[src/rtl/pmpc_pkg.sv]
package pmpc_pkg;

  // Field widths of the beats and the configuration registers.
  localparam int POS_W = 32;
  localparam int IDX_W = 31;
  localparam int POT_W = 56;
  localparam int BOX_W = 32;
  localparam int LIM_W = 8;
  localparam int CNT_W = 24;
  localparam int CFG_IDX_W = 2;
  localparam int CFG_DATA_W = 32;

  // Default capacity and fixed-point format of the potentials.
  localparam int MAX_PARTICLES_DEF = 128;
  localparam int POT_FRAC_BITS = 24;

  // Squared distance, root and reciprocal widths.
  localparam int SQ_W = 2 * POS_W + 2;
  localparam int RAD_W = SQ_W + (SQ_W % 2);
  localparam int ROOT_W = RAD_W / 2;
  localparam int REM_W = ROOT_W + 3;
  localparam int INV_W = 17 + POT_FRAC_BITS;
  localparam int NUM_W = 17 + POT_FRAC_BITS;
  localparam int STEP_W = $clog2((NUM_W > ROOT_W) ? NUM_W : ROOT_W);

  // Register indexes of the configuration port.
  localparam logic [CFG_IDX_W-1:0] CFG_BOX_SIZE = 2'd0;
  localparam logic [CFG_IDX_W-1:0] CFG_SIZE_LIMIT = 2'd1;

  localparam logic [BOX_W-1:0] BOX_RESET = 32'h0100_0000;
  localparam logic [LIM_W-1:0] LIMIT_RESET = 8'd100;

  typedef struct packed {
    logic [POS_W-1:0] x;
    logic [POS_W-1:0] y;
    logic [POS_W-1:0] z;
  } pos3_t;

  typedef struct packed {
    logic [POS_W-1:0] pos_x;
    logic [POS_W-1:0] pos_y;
    logic [POS_W-1:0] pos_z;
    logic [IDX_W-1:0] particle_index;
    logic             last_particle;
  } in_beat_t;

  typedef struct packed {
    logic                    center_found;
    logic [IDX_W-1:0]        center_index;
    logic signed [POT_W-1:0] min_potential;
  } out_beat_t;

endpackage

[src/rtl/pmpc_sq_sum.sv]
module pmpc_sq_sum (
  input  logic                        clk,
  input  logic                        rst_n,
  input  logic                        start,
  input  pmpc_pkg::pos3_t             pos_a,
  input  pmpc_pkg::pos3_t             pos_b,
  input  logic [pmpc_pkg::BOX_W-1:0]  box,
  output logic                        done,
  output logic                        zero,
  output logic [pmpc_pkg::SQ_W-1:0]   sum
);

  logic [pmpc_pkg::POS_W-1:0]   ax_x_r, ax_y_r, ax_z_r;
  logic [pmpc_pkg::POS_W-1:0]   sel;
  logic [2*pmpc_pkg::POS_W-1:0] prod_r;
  logic [pmpc_pkg::SQ_W-1:0]    sum_r;
  logic [1:0]                   cnt_r;
  logic                         busy_r;
  logic                         done_r;

  // Minimum-image distance along one axis of the periodic box.
  function automatic logic [pmpc_pkg::POS_W-1:0] axis_dist(
    input logic [pmpc_pkg::POS_W-1:0] a,
    input logic [pmpc_pkg::POS_W-1:0] b,
    input logic [pmpc_pkg::BOX_W-1:0] bx
  );
    logic [pmpc_pkg::POS_W-1:0] d;
    logic [pmpc_pkg::POS_W-1:0] e;
    d = (a > b) ? a - b : b - a;
    e = bx - d;
    if (d <= bx) begin
      axis_dist = (d < e) ? d : e;
    end else begin
      axis_dist = d - bx;
    end
  endfunction

  // Pick the axis that the shared multiplier squares this cycle.
  always_comb begin
    unique case (cnt_r)
      2'd0:    sel = ax_x_r;
      2'd1:    sel = ax_y_r;
      default: sel = ax_z_r;
    endcase
  end

  // Axis distances on start, then one square and one add per cycle.
  always_ff @(posedge clk) begin
    if (!rst_n) begin
      busy_r <= 1'b0;
      done_r <= 1'b0;
      cnt_r  <= 2'd0;
    end else begin
      done_r <= busy_r && (cnt_r == 2'd3);
      if (start) begin
        busy_r <= 1'b1;
        cnt_r  <= 2'd0;
      end else if (busy_r) begin
        cnt_r <= cnt_r + 2'd1;
        if (cnt_r == 2'd3) begin
          busy_r <= 1'b0;
        end
      end
    end
  end

  always_ff @(posedge clk) begin
    if (start) begin
      ax_x_r <= axis_dist(pos_a.x, pos_b.x, box);
      ax_y_r <= axis_dist(pos_a.y, pos_b.y, box);
      ax_z_r <= axis_dist(pos_a.z, pos_b.z, box);
      sum_r  <= '0;
    end else if (busy_r) begin
      prod_r <= sel * sel;
      if (cnt_r != 2'd0) begin
        sum_r <= sum_r + pmpc_pkg::SQ_W'(prod_r);
      end
    end
  end

  assign done = done_r;
  assign sum  = sum_r;
  assign zero = (sum_r == '0);

endmodule

[config.mk]
export PLATFORM = sky130hd
export DESIGN_NAME = pmpc_sq_sum
export DESIGN_NICKNAME = d
export VERILOG_FILES = /design/src/rtl/pmpc_pkg.sv /design/src/rtl/pmpc_sq_sum.sv
export SDC_FILE = /design/constraint.sdc
export NUM_CORES = 2
export LEC_CHECK = 0
export ABC_AREA = 1
export BUFFER_PORTS_ARGS = -buffer_cell sky130_fd_sc_hd__buf_4
export CAP_MARGIN = 40
export CORE_AREA = 2 2 441 443
export CTS_CLUSTER_DIAMETER = 60
export DETAILED_ROUTE_END_ITERATION = 10
export DIE_AREA = 0 0 443 445
export PLACE_DENSITY = 0.55
export SKIP_LAST_GASP = 1
export SLEW_MARGIN = 20
export SYNTH_ARGS = -nofsm -noshare
export SYNTH_HDL_FRONTEND = slang
export SYNTH_SLANG_ARGS = --single-unit
[constraint.sdc]
create_clock -name clk -period 7.4 [get_ports clk]
set_input_delay 1.85 -clock clk [delete_from_list [all_inputs] [get_ports clk]]
set_output_delay 1.85 -clock clk [all_outputs]
set_load 0.05 [all_outputs]
==> results_dict.tcl <==
set metrics [dict create \
    status "finished with violations" \
    violations "setup timing" \
    core-area_sq_um 192000 \
    ys_top_cells_by_area "fa_1 (21%), nand2_1 (20%), inv_1 (15%)" \
    hold-path-cell-count 2 \
    area_delta_synth_final_pct 29.2 \
    hold_violations 0 \
    final_util_pct 51.6 \
    cts_htree_levels 2 \
    cts-root-buf "clkbuf_16" \
    initial_core_util_pct 39.9 \
    rows 161 \
    antenna_found_initial 7 \
    wl_met3_microns 15200 \
    wirelength_microns 325000 \
    port_buffers 294 \
    synth-edff-count 159 \
    vias_per_cell 4.88 \
    r2r_cells 37 \
    die-area_sq_um 197000 \
    critPathArrivalTime_ns 8.01 \
    drv_slew 0 \
    fin_cells 16600 \
    start_kind "flop" \
    wl_per_cell_microns 19.6 \
    grt_max_degree 60 \
    grtUsageTotal_pct 32.2 \
    async_flop_share_pct 0 \
    ant_nets 0 \
    nNetsFinal 15900 \
    io_pins 295 \
    worst_pin_slew_ns 0.801 \
    synth-main-ff-cell "edfxtp_1" \
    fin_skew_ns 0.0421 \
    cts_tree "done" \
    critical-path-slowest-cell "fa_1" \
    rsz0062_at_grt "yes" \
    period_needed_ns 7.68 \
    m1WireLength_microns 143000 \
    globalplace.congestion 1.01 \
    die_width_microns 443 \
    crit_buf_inv 16 \
    cp.depth 37 \
    slew_headroom_pct 46.4 \
    cts-buffers-inserted 39 \
    setup.worst_path.class "reg2reg" \
    layout-drive-gt1-share_pct 19.4 \
    yosysSeqAreaShare_pct 8.05 \
    cp.required_ns 7.73 \
    grt-ovfl-total 0 \
    yosys_warnings 0 \
    grt_pass1_wl_microns 484000 \
    die_h_microns 445 \
    clock-sinks 229 \
    finalCritPeriodShare_pct 104 \
    synth_fp_nets 14100 \
    synth_seq_cells 229 \
    mostFrequentLayoutCells "nand2_1 (3967), inv_1 (3061), buf_4 (1944), ha_1 (778), fa_1 (758)" \
    synth.largest_area_cell "fa_1" \
    path_clk_slew_ns 0.06 \
    clk_path_buf_depth 3 \
    clock_latency_ns 0.61 \
    synth.avg_cell_area_sq_um 6.29 \
    first_iter_violations 5976 \
    route.detailed.drc 0 \
    worst_slack_ns -0.282 \
    grt_pass1_vias 80700 \
    fmax_mhz 130 \
    setup.worst_path.end_class "flop" \
    wl_met2_microns 154000 \
    syn_area_sq_um 76700 \
    dp_hpwl_microns 288000 \
    vias 81100 \
    synth_top_cell_area_share_pct 21.0 \
    critical-path-top-delay-family "adder cells" \
    yosysUniqueCellTypes 57 \
    maxCapViolations 0 \
    synthCells 12200 \
    setup_viol 47 \
    placedCellCount 16500 \
    cpPeakStageDelay_ns 0.55 \
    highest_layer "met5" \
    cp_common_cell "inv_1" \
    hold_class "reg2reg" \
    layout_commonest_cell "nand2_1" \
    dr.pass1.iters 8 \
    worstPathMaxFanout 11 \
]
==> sequential cells by signal, indices dropped and copies added (netlist names) <==
name and flops:
ax_x_r 32, ax_y_r 32, ax_z_r 32, busy_r 1
cnt_r 2, done 1, prod_r 63, sum 66
==> worst register-to-register path, delay by kind of cell (launching register included) <==
family / cells / cell delay, ns
compound gates: 2 / 0.33
buf+inv: 16 / 1.42
simple gates: 9 / 1.02
flops: 1 / 0.37
fa+ha+maj: 10 / 4.26
==> per-stage QoR <==
stage / hold slack (ns) / worst slack, ns / cell area (sq um) / setup TNS, ns
3_5_place_dp: 0.473 / -0.789 / 94700 / -55.31
4_1_cts: 0.468 / -0.292 / 97500 / -9.96
5_1_grt: 0.497 / -0.548 / 99100 / -37.99
3_3_place_gp: 0.473 / -0.679 / 94600 / -47.09
2_1_floorplan: 0.447 / -0.0172 / 76800 / -0.0172
6_report: 0.474 / -0.282 / 99100 / -8.62
==> layer usage <==
metal / track usage, % / up-vias
met5: 0 / -
met4: 11.5 / 2
met3: 2.56 / 410
met2: 55.6 / 2234
met1: 42.2 / 38300
li1: - / 40100
==> final timing paths <==
kind / start / endpoint / slack (ns)
setup / recovery: cnt_r[0] / prod_r[56] / -0.28
hold / removal: busy_r / cnt_r[0] / 0.47
setup reg to reg: cnt_r[0] / prod_r[56] / -0.28
hold reg to reg: busy_r / cnt_r[0] / 0.47
==> cell type report <==
cell class / count / area (sq um)
fill: 19700 / 92900
multi-input combinational: 8593 / 59900
timing repair buffer: 2063 / 16800
inverter: 3138 / 11800
sequential: 229 / 6180
tap: 2526 / 3160
clock buffer: 46 / 1020
clock inverter: 25 / 273
antenna: 1 / 2.50
==> cells by family (layout without fill, tap and decap cells) <==
family                     Yosys count  count (layout)  synth area share [%]
other                                0               1                     0
AOI/OAI and AO/OA                 1064            1064                  7.75
xor gates and xnor gates           268             268                  3.06
adders and majority gates         1632            1632                  34.5
buffers and inverters             3374            5272                  16.9
muxes                                1               1                0.0147
DFF                                229             229                  8.05
and+or+nand+nor                   5628            5628                  29.7
==> cells in the mapped netlist (all sizes together) (2+ instances only) <==
cell type and number:
o21a 28, nand3b 9, a211oi 2, xnor2 56, nor4 21, a31oi 13
clkbuf 121, ha 828, o21ai 245, edfxtp 159, buf 115, a31o 7
or2 4, nor2 704, a21o 30, dfxtp 70, nor3 51, xor2 212
o21bai 74, o211ai 9, inv 3132, fa 804, a21oi 624, nand2 4106
nand3 620, and3 2, a21boi 10, clkinv 6, nand4 103, and2 7
a22o 20
==> repair_timing <==
| action | 4_1_cts | 5_1_grt |
|---|---|---|
| gates resized for setup | 327 | 297 |
| endpoints found under the setup margin | 50 | 123 |
| pin swaps | 72 | 101 |
| gates cloned | 1 | 5 |
| hold buffers | 0 | 0 |
| setup buffers | 27 | 33 |
Power is not shown: default switching activity piles up to over one toggle a cycle in this logic, so the estimate is an artifact.
