### config.mk
export PLATFORM = sky130hd
export DESIGN_NAME = pmpc_root_div
export DESIGN_NICKNAME = d
export VERILOG_FILES = /design/src/rtl/pmpc_pkg.sv /design/src/rtl/pmpc_root_div.sv
export SDC_FILE = /design/constraint.sdc
export NUM_CORES = 1
export LEC_CHECK = 0
export BUFFER_PORTS_ARGS = -buffer_cell sky130_fd_sc_hd__buf_4
export CAP_MARGIN = 10
export CORE_UTILIZATION = 45
export CTS_CLUSTER_SIZE = 8
export DETAILED_ROUTE_END_ITERATION = 10
export PLACE_DENSITY = 0.67
export SLEW_MARGIN = 20
export SYNTH_ARGS = -nofsm -noshare
export SYNTH_HDL_FRONTEND = slang
export SYNTH_SLANG_ARGS = --single-unit
### constraint.sdc
create_clock -name clk -period 6.6 [get_ports clk]
set_input_delay 0.99 -clock clk [delete_from_list [all_inputs] [get_ports clk]]
set_output_delay 0.99 -clock clk [all_outputs]
set_load 0.1 [all_outputs]
### src/rtl/pmpc_pkg.sv
package pmpc_pkg;

  // Field widths of the beats and the configuration registers.
  localparam int POS_W = 32;
  localparam int IDX_W = 31;
  localparam int POT_W = 56;
  localparam int BOX_W = 32;
  localparam int LIM_W = 8;
  localparam int CNT_W = 24;
  localparam int CFG_IDX_W = 2;
  localparam int CFG_DATA_W = 32;

  // Default capacity and fixed-point format of the potentials.
  localparam int MAX_PARTICLES_DEF = 128;
  localparam int POT_FRAC_BITS = 24;

  // Squared distance, root and reciprocal widths.
  localparam int SQ_W = 2 * POS_W + 2;
  localparam int RAD_W = SQ_W + (SQ_W % 2);
  localparam int ROOT_W = RAD_W / 2;
  localparam int REM_W = ROOT_W + 3;
  localparam int INV_W = 17 + POT_FRAC_BITS;
  localparam int NUM_W = 17 + POT_FRAC_BITS;
  localparam int STEP_W = $clog2((NUM_W > ROOT_W) ? NUM_W : ROOT_W);

  // Register indexes of the configuration port.
  localparam logic [CFG_IDX_W-1:0] CFG_BOX_SIZE = 2'd0;
  localparam logic [CFG_IDX_W-1:0] CFG_SIZE_LIMIT = 2'd1;

  localparam logic [BOX_W-1:0] BOX_RESET = 32'h0100_0000;
  localparam logic [LIM_W-1:0] LIMIT_RESET = 8'd100;

  typedef struct packed {
    logic [POS_W-1:0] x;
    logic [POS_W-1:0] y;
    logic [POS_W-1:0] z;
  } pos3_t;

  typedef struct packed {
    logic [POS_W-1:0] pos_x;
    logic [POS_W-1:0] pos_y;
    logic [POS_W-1:0] pos_z;
    logic [IDX_W-1:0] particle_index;
    logic             last_particle;
  } in_beat_t;

  typedef struct packed {
    logic                    center_found;
    logic [IDX_W-1:0]        center_index;
    logic signed [POT_W-1:0] min_potential;
  } out_beat_t;

endpackage

### src/rtl/pmpc_root_div.sv
module pmpc_root_div (
  input  logic                        clk,
  input  logic                        rst_n,
  input  logic                        start,
  input  logic [pmpc_pkg::SQ_W-1:0]   radicand,
  output logic                        done,
  output logic [pmpc_pkg::INV_W-1:0]  inv
);

  typedef enum logic [2:0] {
    PH_IDLE = 3'b001,
    PH_ROOT = 3'b010,
    PH_DIV  = 3'b100
  } ph_t;

  ph_t                            ph_r, ph_nxt;
  logic [pmpc_pkg::RAD_W-1:0]     rad_r, rad_nxt;
  logic [pmpc_pkg::ROOT_W-1:0]    root_r, root_nxt;
  logic [pmpc_pkg::REM_W-1:0]     rem_r, rem_nxt;
  logic [pmpc_pkg::INV_W-1:0]     q_r, q_nxt;
  logic [pmpc_pkg::STEP_W-1:0]    step_r, step_nxt;
  logic                           done_r, done_nxt;
  logic [pmpc_pkg::REM_W-1:0]     cand, trial;
  logic [pmpc_pkg::REM_W:0]       diff;
  logic                           ge;

  // One shared subtract-and-compare serves both the square root and the divide.
  always_comb begin
    if (ph_r == PH_ROOT) begin
      cand  = {rem_r[pmpc_pkg::REM_W-3:0], rad_r[pmpc_pkg::RAD_W-1 -: 2]};
      trial = pmpc_pkg::REM_W'({root_r, 2'b01});
    end else begin
      cand  = {rem_r[pmpc_pkg::REM_W-2:0], (step_r == '0)};
      trial = pmpc_pkg::REM_W'(root_r);
    end
    diff = {1'b0, cand} - {1'b0, trial};
    ge   = ~diff[pmpc_pkg::REM_W];
  end

  // Root: two radicand bits per cycle. Divide: one quotient bit per cycle.
  always_comb begin
    ph_nxt   = ph_r;
    rad_nxt  = rad_r;
    root_nxt = root_r;
    rem_nxt  = rem_r;
    q_nxt    = q_r;
    step_nxt = step_r;
    done_nxt = 1'b0;
    unique case (ph_r)
      PH_IDLE: begin
        if (start) begin
          ph_nxt   = PH_ROOT;
          rad_nxt  = pmpc_pkg::RAD_W'(radicand);
          root_nxt = '0;
          rem_nxt  = '0;
          step_nxt = '0;
        end
      end
      PH_ROOT: begin
        rad_nxt  = {rad_r[pmpc_pkg::RAD_W-3:0], 2'b00};
        rem_nxt  = ge ? diff[pmpc_pkg::REM_W-1:0] : cand;
        root_nxt = {root_r[pmpc_pkg::ROOT_W-2:0], ge};
        step_nxt = step_r + 1'b1;
        if (step_r == pmpc_pkg::STEP_W'(pmpc_pkg::ROOT_W - 1)) begin
          ph_nxt   = PH_DIV;
          rem_nxt  = '0;
          step_nxt = '0;
        end
      end
      PH_DIV: begin
        rem_nxt  = ge ? diff[pmpc_pkg::REM_W-1:0] : cand;
        q_nxt    = {q_r[pmpc_pkg::INV_W-2:0], ge};
        step_nxt = step_r + 1'b1;
        if (step_r == pmpc_pkg::STEP_W'(pmpc_pkg::NUM_W - 1)) begin
          ph_nxt   = PH_IDLE;
          done_nxt = 1'b1;
        end
      end
      default: begin
        ph_nxt = PH_IDLE;
      end
    endcase
  end

  always_ff @(posedge clk) begin
    if (!rst_n) begin
      ph_r   <= PH_IDLE;
      done_r <= 1'b0;
      step_r <= '0;
    end else begin
      ph_r   <= ph_nxt;
      done_r <= done_nxt;
      step_r <= step_nxt;
    end
  end

  always_ff @(posedge clk) begin
    rad_r  <= rad_nxt;
    root_r <= root_nxt;
    rem_r  <= rem_nxt;
    q_r    <= q_nxt;
  end

  assign done = done_r;
  assign inv  = q_r;

endmodule
==> run summary <==
The run finished with clean final reports. The die is 151.6 um wide. Setup repair after global routing left no endpoint under its margin. The leakage power total is 4.879 nW. In the synthesized netlist the dominant register cell turns out to be edfxtp_1.

The worst setup path is launched from a flop. For this design the total switching power over the nets is 0.0008916 W. The TritonCTS clock tree is done. Based on the critical path, the design can be clocked at up to 199.6 MHz. Summed over all instances, the cell type with the most area after synthesis is edfxtp_1. The worst setup path is captured at a flop. The area after detailed placement came out at roughly 11000 um^2. For the final routed database, the setup TNS stands at 0 ns. Clock latency on the worst-skew pair, taken at its later pin, is around 0.44 ns. The synthesized instance count came out at 1024. The number of clock buffers inserted by TritonCTS came out at 17. The setup fix buffers added after clock tree synthesis came out at 0. The total of flip-flops plus latches after synthesis came out at 185. The count of flip-flops with a built-in enable after synthesis is 175. The cell area after layout came out at 11680 um^2. The initial antenna violation count came out at 0. The number of pins with negative max-slew slack in the final report is 0. In the routed design, unresolved DRC markers number 0. The transition time at the pin with the least slew margin came out at 1.049 ns.

The buffer depth of the longest clock path is 2. Between clock sinks in the finished design, the worst skew comes to 0.01585 ns. The count of nets left with antenna violations after detail routing came out at 0. The top cell types in the final layout, fill and taps aside, are nand2_1, edfxtp_1, buf_4, a21oi_1, nor2_1.

The fraction of power consumed by sequential logic came out at 0.464. The y dimension of the die is about 150 um. The largest net degree at the start of global routing came out at 100. The post-cts hold buffer count came out at 0. In this run the worst hold path is classified as reg -> reg.

The peak fanout along the critical path is 78. The total number of placement rows is between 50 and 60. The library cell used most frequently in the layout, excluding fill and tap cells, is nand2_1.

The detailed placement HPWL is between 10000 and 15000 um. Of the cells placed in the final design, the portion with a size suffix greater than 1 is 0.1521. Power spread over the standard cell area amounts to 257.2 nW/um^2.

Ranked by total cell area, the synthesized netlist is headed by edfxtp_1, nand2_1, ha_1, a21oi_1, mux2i_1. Data on the critical path arrives at its endpoint at around 5.2 ns. The root buffer cell is clkbuf_16. The first detailed-routing pass ran for 5 iterations. The number of port buffers is 110. The worst-case headroom to the max-slew limit is 0.3005. The final wirelength came out at approximately 21000 um.

The starting density of the core is 0.4599. The count of cells resized by post-cts repair came out at 0. The core box area is 21890 um^2. From synthesis to final layout, the design area changed by 16.04%. The share of synthesized area occupied by flip-flops and latches came out at 0.5418. The die area is 22980 um^2. The mean instance size in the synthesized netlist is 9.832 um^2. The final layout contains 1211 nets.

The synthesized netlist contains 65 unique library cells. The combinational share of power came out at 0.200. The number of vias in the routed layout is 7473. The number of failing hold endpoints at the final stage came to 0.

The part of the power in the clock network came out at 0.336. The worst vdd rail ir drop is 0.1409 mV. The post-synthesis net count is 1130.

The clock period minus final worst setup slack is 5.011 ns. In the final routed layout, each cell accounts on average for 15.19 um. The number of antenna repair diodes is 0. The internal power summed over all cells came out at 0.002114 W. The final RePlAce weighted congestion came out at around 0.88. The ratio of final minimum period to clock period came out at 0.7592. The maximum level of the CTS H-tree came out at 4. The number of clock sinks seen by CTS came out at around 190. The clock-pin transition on the worst setup and hold timing paths came out at about 0.070 ns. The switching power as a share of total power came out at 0.2967. The detailed router's first-iteration violation count came out at 517. The critical setup path kind is reg -> reg.

The area share of the leading cell type in the synthesized netlist is 0.5219. The first-pass GRT wire length came out at 34470 um. The total routing resource utilization after global routing came out at 0.1902. The via count of the first global-routing pass came out at 6992. The total standard cell area after synthesis came out at 10070 um^2.

The tool flagged a number of max-cap violations equal to 0. The yosys synthesis warning count came out at 0. The final-layout fill cell count came out at 1952.

The total of endpoints with negative setup slack in the final report is 0. The I/O pin total is between 100 and 150. The final global-route overflow total came out at 0. The worst endpoint required time is 6.77 ns.

Dividing the detail-routed via count by the number of cells gives between 5 and 6. The share of async-settable or async-resettable flops after synthesis is 0.
==> worst max-delay path, stage by stage, from the launching register on <==
cell and delay (ns):
dfxtp_1 0.56, or3b_4 0.80, buf_4 0.38, a21oi_1 0.11, ha_1 0.40, a21o_1 0.20
a21o_1 0.20, a21oi_1 0.20, a21oi_1 0.12, a21oi_1 0.24, o22ai_4 0.12, o21ai_4 0.48
inv_2 0.47, mux2i_1 0.32, nor2_1 0.07
==> path summary, 6_finish.rpt <==
check                           depth (start not counted)    start   endpoint  slack, ns
worst min-delay path                                    0  inv[36]    inv[37]       0.45
worst min register to register                          0  inv[36]    inv[37]       0.45
worst max-delay path                                   14  ph_r[2]  rem_r[12]       1.59
worst max register to register                         14  ph_r[2]  rem_r[12]       1.59
==> synthesized netlist by cell type, types with 3 or more instances <==
library cell,count
nor4_1,4
nor2_1,57
clkbuf_1,40
edfxtp_1,175
o211ai_1,4
or3_1,6
nand3_1,13
dfxtp_1,10
or3b_1,3
a21oi_1,77
buf_2,9
a21o_1,20
a211oi_1,7
nor2b_1,4
and3_1,3
nor3_1,7
o21ai_1,4
o21ai_0,28
xor2_1,24
and2_1,36
xnor2_1,9
nand2_1,333
inv_1,12
a211o_1,3
ha_1,36
nand4_1,14
mux2i_1,24
nand2b_1,6
a31oi_1,4
==> stage by stage <==
stage	std cells	total power, W	util	setup WS (ns)	hold WS (ns)
floorplan	1024	0.001882	-	0.1106	0.4836
global placement	1366	0.002010	0.5066	1.777	0.4325
detailed placement	1366	0.002018	0.5066	1.594	0.4342
CTS	1398	0.003034	0.5335	1.570	0.4520
global route	1398	0.003150	0.5337	1.155	0.4623
finish	1398	0.003005	0.5337	1.589	0.4525
==> power by group through the flow <==
stage / Combinational, W / Sequential (W) / Clock, W
6_report: 0.000602 / 0.00139 / 0.00101
5_1_grt: 0.000674 / 0.00140 / 0.00107
2_1_floorplan: 0.000464 / 0.00142 / 0
4_1_cts: 0.000602 / 0.00139 / 0.00104
3_3_place_gp: 0.000590 / 0.00142 / 0
3_5_place_dp: 0.000597 / 0.00142 / 0
==> layout make-up <==
cell class | count | area (um^2) | area share
Timing Repair Buffer | 117 | 890.9 | 0.07625
Tap cell | 280 | 350.3 | 0.02999
Clock buffer | 18 | 429.2 | 0.03673
Multi-Input combinational cell | 770 | 4347 | 0.3720
Clock inverter | 14 | 158.9 | 0.01360
Inverter | 14 | 52.55 | 0.004498
Sequential cell | 185 | 5455 | 0.4669
==> state kept, by name, indices dropped and copies added (netlist names) <==
register	flops
rad_r	66
inv	41
rem_r	35
root_r	33
step_r	6
ph_r	3
done	1
==> kinds of logic (layout without fill, tap and decap cells) <==
| kind of cell | count (synthesis) | in the layout | synth area share |
|---|---|---|---|
| and+or+nand+nor | 497 | 497 | 0.2128 |
| DFF | 185 | 185 | 0.5418 |
| adders and majority gates | 39 | 39 | 0.04871 |
| buffers and inverters | 69 | 163 | 0.03032 |
| AOI/OAI and AO/OA | 177 | 177 | 0.1138 |
| xor gates and xnor gates | 33 | 33 | 0.02871 |
| muxes | 24 | 24 | 0.02386 |
==> per-layer routing <==
layer,global-route usage,routed length (um)
met5,0,0
met4,0.06040,263
met3,0.03623,910
met2,0.3009,10040
met1,0.2630,10020
Power figures use the tool's default switching activity.
